[src/design/aslc_pkg.sv]
// Shared types, widths, codes and the length scaling function of the
// adaptive step length controller. No dependencies.
package aslc_pkg;

    localparam int LEN_W      = 32;
    localparam int VAL_W      = 48;
    localparam int FAC_W      = 16;
    localparam int EPS_W      = 47;
    localparam int STREAK_W   = 9;
    localparam int ITER_W     = 16;
    localparam int CFG_IDX_W  = 3;
    localparam int CFG_DATA_W = 47;
    localparam int S_TDATA_W  = 120;
    localparam int M_TDATA_W  = 144;
    localparam int CMP_W      = VAL_W + 2;
    localparam int PROD_W     = LEN_W + FAC_W + 1;

    localparam logic OP_START = 1'b0;
    localparam logic OP_EVAL  = 1'b1;

    localparam logic [1:0] RANGE_LOOSE        = 2'd0;
    localparam logic [1:0] RANGE_STRICT_STEP  = 2'd1;
    localparam logic [1:0] RANGE_STRICT_TOTAL = 2'd2;
    localparam logic [1:0] RANGE_RESERVED     = 2'd3;

    localparam logic signed [STREAK_W-1:0] STREAK_NONE = -9'sd1;
    localparam logic signed [STREAK_W-1:0] STREAK_MAX  = 9'sd255;

    localparam logic [LEN_W-1:0]    RST_MIN_LENGTH  = 32'd0;
    localparam logic [LEN_W-1:0]    RST_MAX_LENGTH  = 32'd65536;
    localparam logic [FAC_W-1:0]    RST_RISE_FACTOR = 16'd4506;
    localparam logic [FAC_W-1:0]    RST_DROP_FACTOR = 16'd2048;
    localparam logic [EPS_W-1:0]    RST_EPSILON     = '0;
    localparam logic [LEN_W-1:0]    RST_CHANGE_THR  = '0;
    localparam logic [ITER_W-1:0]   RST_MAX_ITER    = 16'd20;

    typedef enum logic [CFG_IDX_W-1:0] {
        REG_MIN_LENGTH     = 3'd0,
        REG_MAX_LENGTH     = 3'd1,
        REG_RISE_FACTOR    = 3'd2,
        REG_DROP_FACTOR    = 3'd3,
        REG_EPSILON        = 3'd4,
        REG_CHANGE_THR     = 3'd5,
        REG_MAX_REJ_STREAK = 3'd6,
        REG_MAX_ITER       = 3'd7
    } cfg_index_t;

    typedef struct packed {
        logic [LEN_W-1:0]           len_floor;
        logic [LEN_W-1:0]           len_ceil;
        logic [FAC_W-1:0]           rise_factor;
        logic [FAC_W-1:0]           drop_factor;
        logic [EPS_W-1:0]           epsilon;
        logic [LEN_W-1:0]           change_threshold;
        logic signed [STREAK_W-1:0] max_rejected_streak;
        logic [ITER_W-1:0]          max_iterations;
    } cfg_t;

    typedef struct packed {
        logic                    op;
        logic signed [VAL_W-1:0] objective_value;
        logic [LEN_W-1:0]        change;
        logic [LEN_W-1:0]        previous_length;
        logic                    reuse_previous;
        logic                    descent;
        logic [1:0]              range_mode;
    } item_t;

    typedef struct packed {
        logic active;
        logic descent;
        logic strict;
        logic total;
    } flags_t;

    typedef struct packed {
        logic [LEN_W-1:0]           step_length;
        logic [LEN_W-1:0]           accepted_total;
        logic signed [VAL_W-1:0]    accepted_value;
        logic signed [STREAK_W-1:0] reject_streak;
        logic [ITER_W-1:0]          iteration_count;
        flags_t                     flags;
    } state_t;

    typedef struct packed {
        logic [LEN_W-1:0]        retreat_length;
        logic [LEN_W-1:0]        advance_length;
        logic                    finished;
        logic signed [VAL_W-1:0] best_value;
        logic [LEN_W-1:0]        total_length;
    } result_t;

    // (len * factor + half) >> 12, saturated to 32 bits
    function automatic logic [LEN_W-1:0] scale_len(input logic [LEN_W-1:0] len,
                                                  input logic [FAC_W-1:0] factor);
        logic [PROD_W-1:0] prod;
        logic [PROD_W-13:0] shifted;
        prod = PROD_W'(len) * PROD_W'(factor) + PROD_W'(2048);
        shifted = prod[PROD_W-1:12];
        if (shifted[PROD_W-13:LEN_W] != '0) begin
            return '1;
        end
        return shifted[LEN_W-1:0];
    endfunction

endpackage

[src/design/adaptive_step_length_controller.sv]
// Adaptive step length controller: input register, one pass of step logic,
// result register. Depends on aslc_pkg and aslc_eval.
// Throughput: one item per cycle while the result register is not stalled;
// the search state updates as the result registers.
// Reset (aresetn low, synchronous): registers back to defaults, search idle,
// both pipeline stages empty. Config writes are always ready.
module adaptive_step_length_controller (
    input  logic                             aclk,
    input  logic                             aresetn,
    input  logic                             s_tvalid,
    output logic                             s_tready,
    // objective_value, change, previous_length, reuse_previous, descent,
    // range_mode, zero pad
    input  logic [aslc_pkg::S_TDATA_W-1:0]   s_tdata,
    // op
    input  logic                             s_tuser,
    output logic                             m_tvalid,
    input  logic                             m_tready,
    // retreat_length, advance_length, best_value, total_length
    output logic [aslc_pkg::M_TDATA_W-1:0]   m_tdata,
    // finished
    output logic                             m_tlast,
    input  logic                             cfg_valid,
    output logic                             cfg_ready,
    input  logic [aslc_pkg::CFG_IDX_W-1:0]   cfg_index,
    input  logic [aslc_pkg::CFG_DATA_W-1:0]  cfg_data
);
    import aslc_pkg::*;

    cfg_t    cfg_reg;
    state_t  state_reg;
    state_t  state_next;
    item_t   item_reg;
    item_t   item_in;
    logic    in_valid_reg;
    result_t result;
    result_t out_reg;
    logic    out_valid_reg;
    logic    fire;

    assign cfg_ready = 1'b1;
    assign fire      = in_valid_reg && (!out_valid_reg || m_tready);
    assign s_tready  = !in_valid_reg || fire;

    assign item_in.op              = s_tuser;
    assign item_in.objective_value = $signed(s_tdata[47:0]);
    assign item_in.change          = s_tdata[79:48];
    assign item_in.previous_length = s_tdata[111:80];
    assign item_in.reuse_previous  = s_tdata[112];
    assign item_in.descent         = s_tdata[113];
    assign item_in.range_mode      = s_tdata[115:114];

    always_ff @(posedge aclk) begin
        if (!aresetn) begin
            cfg_reg.len_floor           <= RST_MIN_LENGTH;
            cfg_reg.len_ceil            <= RST_MAX_LENGTH;
            cfg_reg.rise_factor         <= RST_RISE_FACTOR;
            cfg_reg.drop_factor         <= RST_DROP_FACTOR;
            cfg_reg.epsilon             <= RST_EPSILON;
            cfg_reg.change_threshold    <= RST_CHANGE_THR;
            cfg_reg.max_rejected_streak <= STREAK_NONE;
            cfg_reg.max_iterations      <= RST_MAX_ITER;
        end else if (cfg_valid && cfg_ready) begin
            unique case (cfg_index_t'(cfg_index))
                REG_MIN_LENGTH:     cfg_reg.len_floor   <= cfg_data[LEN_W-1:0];
                REG_MAX_LENGTH:     cfg_reg.len_ceil    <= cfg_data[LEN_W-1:0];
                REG_RISE_FACTOR:    cfg_reg.rise_factor <= cfg_data[FAC_W-1:0];
                REG_DROP_FACTOR:    cfg_reg.drop_factor <= cfg_data[FAC_W-1:0];
                REG_EPSILON:        cfg_reg.epsilon     <= cfg_data[EPS_W-1:0];
                REG_CHANGE_THR:     cfg_reg.change_threshold <= cfg_data[LEN_W-1:0];
                REG_MAX_REJ_STREAK: cfg_reg.max_rejected_streak <=
                                        $signed(cfg_data[STREAK_W-1:0]);
                REG_MAX_ITER:       cfg_reg.max_iterations <= cfg_data[ITER_W-1:0];
            endcase
        end
    end

    aslc_eval u_eval (
        .cfg        (cfg_reg),
        .state      (state_reg),
        .item       (item_reg),
        .state_next (state_next),
        .result     (result)
    );

    always_ff @(posedge aclk) begin
        if (!aresetn) begin
            state_reg.step_length     <= '0;
            state_reg.accepted_total  <= '0;
            state_reg.accepted_value  <= '0;
            state_reg.reject_streak   <= STREAK_NONE;
            state_reg.iteration_count <= '0;
            state_reg.flags           <= '0;
            in_valid_reg              <= 1'b0;
            out_valid_reg             <= 1'b0;
        end else begin
            if (fire) begin
                state_reg <= state_next;
            end
            if (s_tvalid && s_tready) begin
                in_valid_reg <= 1'b1;
            end else if (fire) begin
                in_valid_reg <= 1'b0;
            end
            if (fire) begin
                out_valid_reg <= 1'b1;
            end else if (m_tready) begin
                out_valid_reg <= 1'b0;
            end
        end
    end

    // payload stages
    always_ff @(posedge aclk) begin
        if (s_tvalid && s_tready) begin
            item_reg <= item_in;
        end
        if (fire) begin
            out_reg <= result;
        end
    end

    assign m_tvalid = out_valid_reg;
    assign m_tlast  = out_reg.finished;
    assign m_tdata  = {out_reg.total_length, out_reg.best_value,
                       out_reg.advance_length, out_reg.retreat_length};

endmodule

[src/design/aslc_eval.sv]
// Next-state and result logic for one item of the step length controller.
// Depends on aslc_pkg.
module aslc_eval (
    input  aslc_pkg::cfg_t    cfg,
    input  aslc_pkg::state_t  state,
    input  aslc_pkg::item_t   item,
    output aslc_pkg::state_t  state_next,
    output aslc_pkg::result_t result
);
    import aslc_pkg::*;

    logic [LEN_W-1:0]        rise_len;
    logic [LEN_W-1:0]        drop_len;
    logic [LEN_W:0]          total_sum;
    logic [LEN_W-1:0]        total_sat;
    logic signed [CMP_W-1:0] val_x;
    logic signed [CMP_W-1:0] acc_x;
    logic signed [CMP_W-1:0] eps_x;
    logic                    better;
    logic [ITER_W-1:0]       iter_inc;
    logic                    start_strict;
    logic [LEN_W-1:0]        start_len;
    logic [LEN_W-1:0]        alpha;
    logic [LEN_W-1:0]        retreat;
    logic                    done;

    assign rise_len  = scale_len(state.step_length, cfg.rise_factor);
    assign drop_len  = scale_len(state.step_length, cfg.drop_factor);
    assign total_sum = {1'b0, state.accepted_total} + {1'b0, state.step_length};
    assign total_sat = total_sum[LEN_W] ? '1 : total_sum[LEN_W-1:0];
    assign val_x     = CMP_W'(item.objective_value);
    assign acc_x     = CMP_W'(state.accepted_value);
    assign eps_x     = $signed({{(CMP_W-EPS_W){1'b0}}, cfg.epsilon});
    assign better    = state.flags.descent ? (val_x < acc_x - eps_x)
                                           : (val_x > acc_x + eps_x);
    assign iter_inc  = (state.iteration_count != '1) ? state.iteration_count + 1'b1
                                                     : state.iteration_count;
    assign start_strict = (item.range_mode != RANGE_LOOSE) ||
                          (cfg.len_floor == cfg.len_ceil);

    always_comb begin
        start_len = (item.reuse_previous && item.previous_length != '0)
                    ? item.previous_length : cfg.len_ceil;
        if (start_strict) begin
            if (start_len > cfg.len_ceil) begin
                start_len = cfg.len_ceil;
            end else if (start_len < cfg.len_floor) begin
                start_len = cfg.len_floor;
            end
        end
    end

    always_comb begin
        state_next = state;
        result     = '0;
        alpha      = state.step_length;
        retreat    = '0;
        done       = 1'b0;
        if (item.op == OP_START) begin
            state_next.accepted_total  = '0;
            state_next.accepted_value  = item.objective_value;
            state_next.reject_streak   = STREAK_NONE;
            state_next.iteration_count = '0;
            state_next.step_length     = start_len;
            if (cfg.max_iterations == '0) begin
                state_next.flags = '0;
                result.finished  = 1'b1;
            end else begin
                state_next.flags.active  = 1'b1;
                state_next.flags.descent = item.descent;
                state_next.flags.strict  = start_strict;
                state_next.flags.total   = (item.range_mode == RANGE_STRICT_TOTAL);
                result.advance_length    = start_len;
            end
        end else if (!state.flags.active) begin
            result.finished = 1'b1;
        end else begin
            state_next.iteration_count = iter_inc;
            if (item.change <= cfg.change_threshold) begin
                retreat = alpha;
                done    = 1'b1;
            end else if (better) begin
                state_next.accepted_value = item.objective_value;
                state_next.accepted_total = total_sat;
                if (state.flags.strict || alpha < cfg.len_ceil) begin
                    alpha = (rise_len > cfg.len_ceil) ? cfg.len_ceil : rise_len;
                    if (state.flags.total &&
                        ({1'b0, total_sat} + {1'b0, alpha}) > {1'b0, cfg.len_ceil}) begin
                        if (total_sat >= cfg.len_ceil) begin
                            alpha = '0;
                            done  = 1'b1;
                        end else begin
                            alpha = cfg.len_ceil - total_sat;
                        end
                    end
                end
                state_next.reject_streak = '0;
            end else begin
                retreat = alpha;
                if (state.reject_streak != STREAK_NONE) begin
                    if (!cfg.max_rejected_streak[STREAK_W-1] &&
                        state.reject_streak >= cfg.max_rejected_streak) begin
                        done = 1'b1;
                    end
                    if (state.reject_streak < STREAK_MAX) begin
                        state_next.reject_streak = state.reject_streak + 9'sd1;
                    end
                end
                if (!done) begin
                    if (alpha == cfg.len_floor) begin
                        done = 1'b1;
                    end else if (alpha > cfg.len_ceil) begin
                        alpha = cfg.len_ceil;
                    end else begin
                        alpha = (drop_len < cfg.len_floor) ? cfg.len_floor : drop_len;
                    end
                end
            end
            if (!done && iter_inc >= cfg.max_iterations) begin
                done = 1'b1;
            end
            state_next.step_length = alpha;
            result.retreat_length  = retreat;
            if (done) begin
                state_next.flags = '0;
                result.finished  = 1'b1;
            end else begin
                result.advance_length = alpha;
            end
        end
        result.best_value   = state_next.accepted_value;
        result.total_length = state_next.accepted_total;
    end

endmodule

[config.mk]
export PLATFORM = sky130hd
export DESIGN_NAME = adaptive_step_length_controller
export DESIGN_NICKNAME = d
export VERILOG_FILES = /design/src/design/aslc_pkg.sv /design/src/design/adaptive_step_length_controller.sv /design/src/design/aslc_eval.sv
export SDC_FILE = /design/constraint.sdc
export NUM_CORES = 2
export LEC_CHECK = 0
export ABC_AREA = 1
export BUFFER_PORTS_ARGS = -buffer_cell sky130_fd_sc_hd__buf_4
export CELL_PAD_IN_SITES_DETAIL_PLACEMENT = 1
export CELL_PAD_IN_SITES_GLOBAL_PLACEMENT = 2
export CORE_AREA = 2 2 463 465
export DETAILED_ROUTE_END_ITERATION = 8
export DIE_AREA = 0 0 465 467
export PLACE_DENSITY = 0.89
export SYNTH_ARGS = -nofsm -noshare
export SYNTH_HDL_FRONTEND = slang
export SYNTH_SLANG_ARGS = --single-unit
[constraint.sdc]
create_clock -name aclk -period 17.9 [get_ports aclk]
set_input_delay 1.79 -clock aclk [delete_from_list [all_inputs] [get_ports aclk]]
set_output_delay 1.79 -clock aclk [all_outputs]
set_load 0.01 [all_outputs]
== Word-level counts from Yosys, hierarchy flattened ==
Cells that the tools add are included.
Storage, ports and cells
  register bits after elaboration: 605
  input bits: 176
  output and inout bits: 148
  logic and storage cells: 170
Operators by class
  add/subtract/negate cells: 9
  multipliers: 2
  order comparisons: 14
  equality and inequality tests: 17
  multiplexer cells: 63
  reduce and logical (&&, ||, !) cells: 34
Operator list (number)
  $mux W32: 24
  $mux W141: 2
  $add A48 B12 Y49 const B: 2
  $gt A32 B32 Y1: 3
  $lt A32 B32 Y1: 3
  $mul A32 B16 Y48: 2
  $mux W89: 1
  $mux W80: 1
  $add A32 B32 Y33: 2
  $eq A32 B32 Y1: 2
  $add A48 B48 Y49: 1
  $gt A48 B49 Y1: 1
  $lt A48 B49 Y1: 1
  $sub A48 B48 Y49: 1
  $gt A33 B32 Y1: 1
  $mux W33: 1
  $ge A32 B32 Y1: 1
  $le A32 B32 Y1: 1
  $reduce_bool A32 Y1: 1
  $sub A32 B32 Y32: 1
  $mux W1: 28
  $mux W9: 3
  $reduce_and A2 Y1: 10
  $add A16 B1 Y16 const B: 1
  24 further kinds: 45

== Logic depth before layout (Yosys ltp) ==
  depth in word-level cells: 24
  gate-level depth with buffers: 80
  depth with buffers taken out: 74

== Cells and area by module ==
A second synthesis with hierarchy kept.
Second synthesis, totals
  cell total of the unflattened synthesis: 11561
  area total of the unflattened synthesis: 82959.6 sq um
By module, submodules not included
  aslc_eval: instances 1, cells each 9413, area an instance 61526.5 sq um, seq. area each 0.0 sq um
  adaptive_step_length_controller: instances 1, cells each 2148, area an instance 21433.1 sq um, seq. area each 14734.1 sq um

== Worst setup path after synthesis ==
Ideal clock, no wire load.
  path kind: flip-flop to flip-flop
  from: reg state_reg[139] (netlist name)
  to: reg out_reg (netlist bit m_tdata[33]), data pin
  setup time: 0.258 ns
  arrival: 12.232 ns
  data required time: 17.642 ns
  slack: 5.409 ns
  stages on the path, launching flop included: 72
  path buffers: 6
  period minus slack after synthesis: 12.491 ns
  path through: dfxtp_1 > clkbuf_1 > clkbuf_1 > nand2_1 > fa_1 > inv_1 > fa_1 > inv_1 > fa_1 > inv_1 > fa_1 > fa_1 > inv_1 > fa_1 > inv_1 > ha_1 > nand2_1 > nor2_1 > [... 36 more ...] > o21ai_0 > a21boi_1 > o21ai_1 > a21boi_1 > o21ai_1 > xor2_1 > ha_1 > nand2_1 > inv_1 > nand4_1 > nor2_1 > nand4_1 > nand3_2 > nand3_2 > nand3b_1 > nand2_1 > buf_2 > o21ai_1
RTL lines
  start: declaration: RTL line adaptive_step_length_controller.sv:31  | state_t state_reg;
  start signal: assignment: RTL line adaptive_step_length_controller.sv:98  | state_reg <= state_next;
  end signal: assignment: RTL line adaptive_step_length_controller.sv:119  | out_reg <= result;
  end: declaration: RTL line adaptive_step_length_controller.sv:37  | result_t out_reg;

==> flow_metrics.env <==
export IMPL_ant_nets=0
export IMPL_rows=169
export IMPL_status="finished, final reports clean"
export IMPL_io_pin_count=324
export IMPL_endpoint_kind="flip-flop"
export IMPL_multi_input_area_um2=54700
export IMPL_die_y_um=467
export IMPL_clkTransAtPathRegs_ps=70
export IMPL_gp_congestion=0.965
export IMPL_cts_inserted_buffers=74
export IMPL_ys_warn_count=0
export IMPL_maxSlewHeadroom_pct=6.07
export IMPL_slowest_stage="dfxtp_2"
export IMPL_port_buffers=318
export IMPL_worstPathRequired_ps=18320
export IMPL_clock_latency_ps=720
export IMPL_first_iter_violations=4915
export IMPL_syn_instance_count=10900
export IMPL_die_x_um=465
export IMPL_slowest_delay_ps=1220
export IMPL_setup_viol=0
export IMPL_synth_commonest_cells="nand2_1, inv_1, fa_1"
export IMPL_cts_root_buf="clkbuf_16"
export IMPL_cp_arrival_ps=17410
export IMPL_maxSlewViolCount=0
export IMPL_ctsResizeCount=0
export IMPL_cts_hold_buf=0
export IMPL_htree_levels=3
export IMPL_hold_violations=0
export IMPL_r2r_slack_ps=910
export IMPL_grt_overflow=0
export IMPL_yosys_area_top_type_share_pct=21.0
export IMPL_drtPass1Iterations=7
export IMPL_cts_sinks=605
export IMPL_clk_path_buf_depth=3
export IMPL_p_leak_nw=45.1
export IMPL_tightest_slew_ps=1410
export IMPL_rsz0062_at_grt="no"
export IMPL_min_path_type="reg -> reg"
export IMPL_ys_ff_latch=605
export IMPL_synth_nets=12800
export IMPL_start_kind="flip-flop"
export IMPL_grt_usage_pct=29.0
export IMPL_core_area_um2=212000
export IMPL_synth_seq_area_share_pct=18.3
export IMPL_antenna_found_initial=22
export IMPL_drc_errors=0
export IMPL_vdd_drop_max_v=0.0000775
export IMPL_synthToLayoutAreaGrowth_pct=9.49
export IMPL_routed_via_density=5.36
export IMPL_async_reset_ff_share_pct=0
export IMPL_first_global_vias=79400
export IMPL_fin_tns_setup_ps=0
export IMPL_largest_reg_flops=200
export IMPL_syn_area_um2=80400
export IMPL_path_class="reg -> reg"
export IMPL_die_area_um2=217000
export IMPL_fin_nets=12800
export IMPL_ys_top_cells_by_area="fa_1, ha_1, nand2_1"
export IMPL_avgSynthCellArea_um2=7.36
export IMPL_synth_most_common_cell="nand2_1"
export IMPL_num_vias=74200
export IMPL_synth_edf_count=262
export IMPL_cp_common_cell="nand2_1"
export IMPL_ys_flop_type="dfxtp_1"
export IMPL_post_route_period_util_pct=94.9
export IMPL_pre_cts_slack_ps=1170
export IMPL_dp_hpwl_um=252000
export IMPL_grt_pass1_wl_um=481000
export IMPL_drive_above_1_share_pct=6.91
export IMPL_clock_skew_ps=49.8
export IMPL_finalCriticalPeriod_ps=16990
export IMPL_wl_per_cell_um=23.0
export IMPL_cap_violations=0
export IMPL_post_cts_buffers=0
export IMPL_finalPower_mw=6.76
export IMPL_setup_slack_ps=915
export IMPL_start_util_pct=38.0
export IMPL_crit_fanout=37
export IMPL_fillerInstances=26400
export IMPL_grt_max_degree=100
export IMPL_synth_area_leader_cell="fa_1"
export IMPL_cts_tree="done"
export IMPL_fmax_ghz=0.0589
export IMPL_wl_um=318000
export IMPL_seq_area_um2=14800
export IMPL_synth_cell_type_count=74
export IMPL_power_density_nw_per_um2=76.8
## critical path, delay by kind of cell (launching register included)
family,cells,cell delay [ps]
buffers and inverters,9,1710
XOR/XNOR,2,330
AO/OA/AOI/OAI,15,3140
adder cells (fa/ha/maj),10,4410
flip-flops,1,1220
AND/OR/NAND/NOR,29,5720
## cell families after synthesis
group                    share of synthesized area (%)
XOR/XNOR                                          3.02
AND/OR/NAND/NOR                                   18.9
adder cells (fa/ha/maj)                           33.9
buffers and inverters                             13.7
other                                          0.00467
flip-flops                                        18.3
AO/OA/AOI/OAI                                     12.0
## final timing paths
kind,depth (start not counted),endpoint,startpoint
setup reg to reg,65,m_tdata[41],state_reg[127]
setup / recovery,65,m_tdata[41],state_reg[127]
hold reg to reg,2,cfg_reg[26],cfg_reg[26]
hold / removal,2,cfg_reg[26],cfg_reg[26]
## where the power goes
part | leakage (nW) | internal, mW | switching (mW) | total, mW
logic | 38.5 | 1.19 | 2.33 | 3.51
registers | 5.36 | 1.52 | 0.119 | 1.64
clock network | 1.23 | 0.909 | 0.699 | 1.61
## placed cells by master, fill, tap and decap left out, types with 9 or more instances in the layout
cell type / synthesis / routed
o21ai_1: 85 / 85
o211ai_1: 63 / 63
fa_1: 843 / 843
nor4_1: 32 / 32
a21o_1: 10 / 10
nor2_1: 525 / 524
nand3_1: 409 / 409
dfxtp_1: 343 / 302
o2111ai_1: 12 / 12
edfxtp_1: 262 / 262
a21oi_1: 839 / 838
nand4_1: 145 / 145
o21ai_2: 15 / 14
o21a_1: 28 / 28
o21bai_1: 17 / 17
or2_2: 57 / 57
clkinv_2: 0 / 9
diode_2: 0 / 18
clkbuf_16: 0 / 75
nor3_1: 57 / 57
nand2_1: 2414 / 2411
inv_2: 20 / 21
a31oi_1: 47 / 46
dfxtp_2: 0 / 41
xor2_1: 173 / 173
buf_4: 8 / 450
o221ai_1: 11 / 11
clkbuf_1: 440 / 12
nand3b_1: 9 / 9
ha_1: 831 / 831
xnor2_1: 102 / 102
a211oi_1: 27 / 25
inv_1: 2364 / 2361
o21ai_0: 564 / 564
## final cells by class
type,count,share of cell area [%]
Tap cell,2821,4.01
Multi-Input combinational cell,7414,62.1
Sequential cell,605,16.8
Clock buffer,95,2.31
Antenna cell,18,0.0512
Clock inverter,42,0.631
Timing Repair Buffer,451,3.85
Inverter,2388,10.2
## per-stage QoR
| step | area (um2) | hold WS (ps) | utilization (%) | cells |
|---|---|---|---|---|
| finish | 88000 | 462 | 41.6 | 13800 |
| global route | 88000 | 494 | 41.6 | 13800 |
| CTS | 87900 | 465 | 41.5 | 13800 |
| detailed placement | 85400 | 456 | 40.3 | 13700 |
| global placement | 85400 | 446 | 40.3 | 13700 |
| floorplan | 80400 | 435 | - | 10900 |
## metal layers
metal | wire, um | track usage [%] | vias to the layer above
met3 | 18200 | 3.37 | 543
met2 | 150000 | 49.0 | 2146
li1 | - | - | 34100
met1 | 134000 | 36.9 | 37400
met4 | 16000 | 13.3 | 8
met5 | 55 | 0 | -
Power figures use the tool's default switching activity.
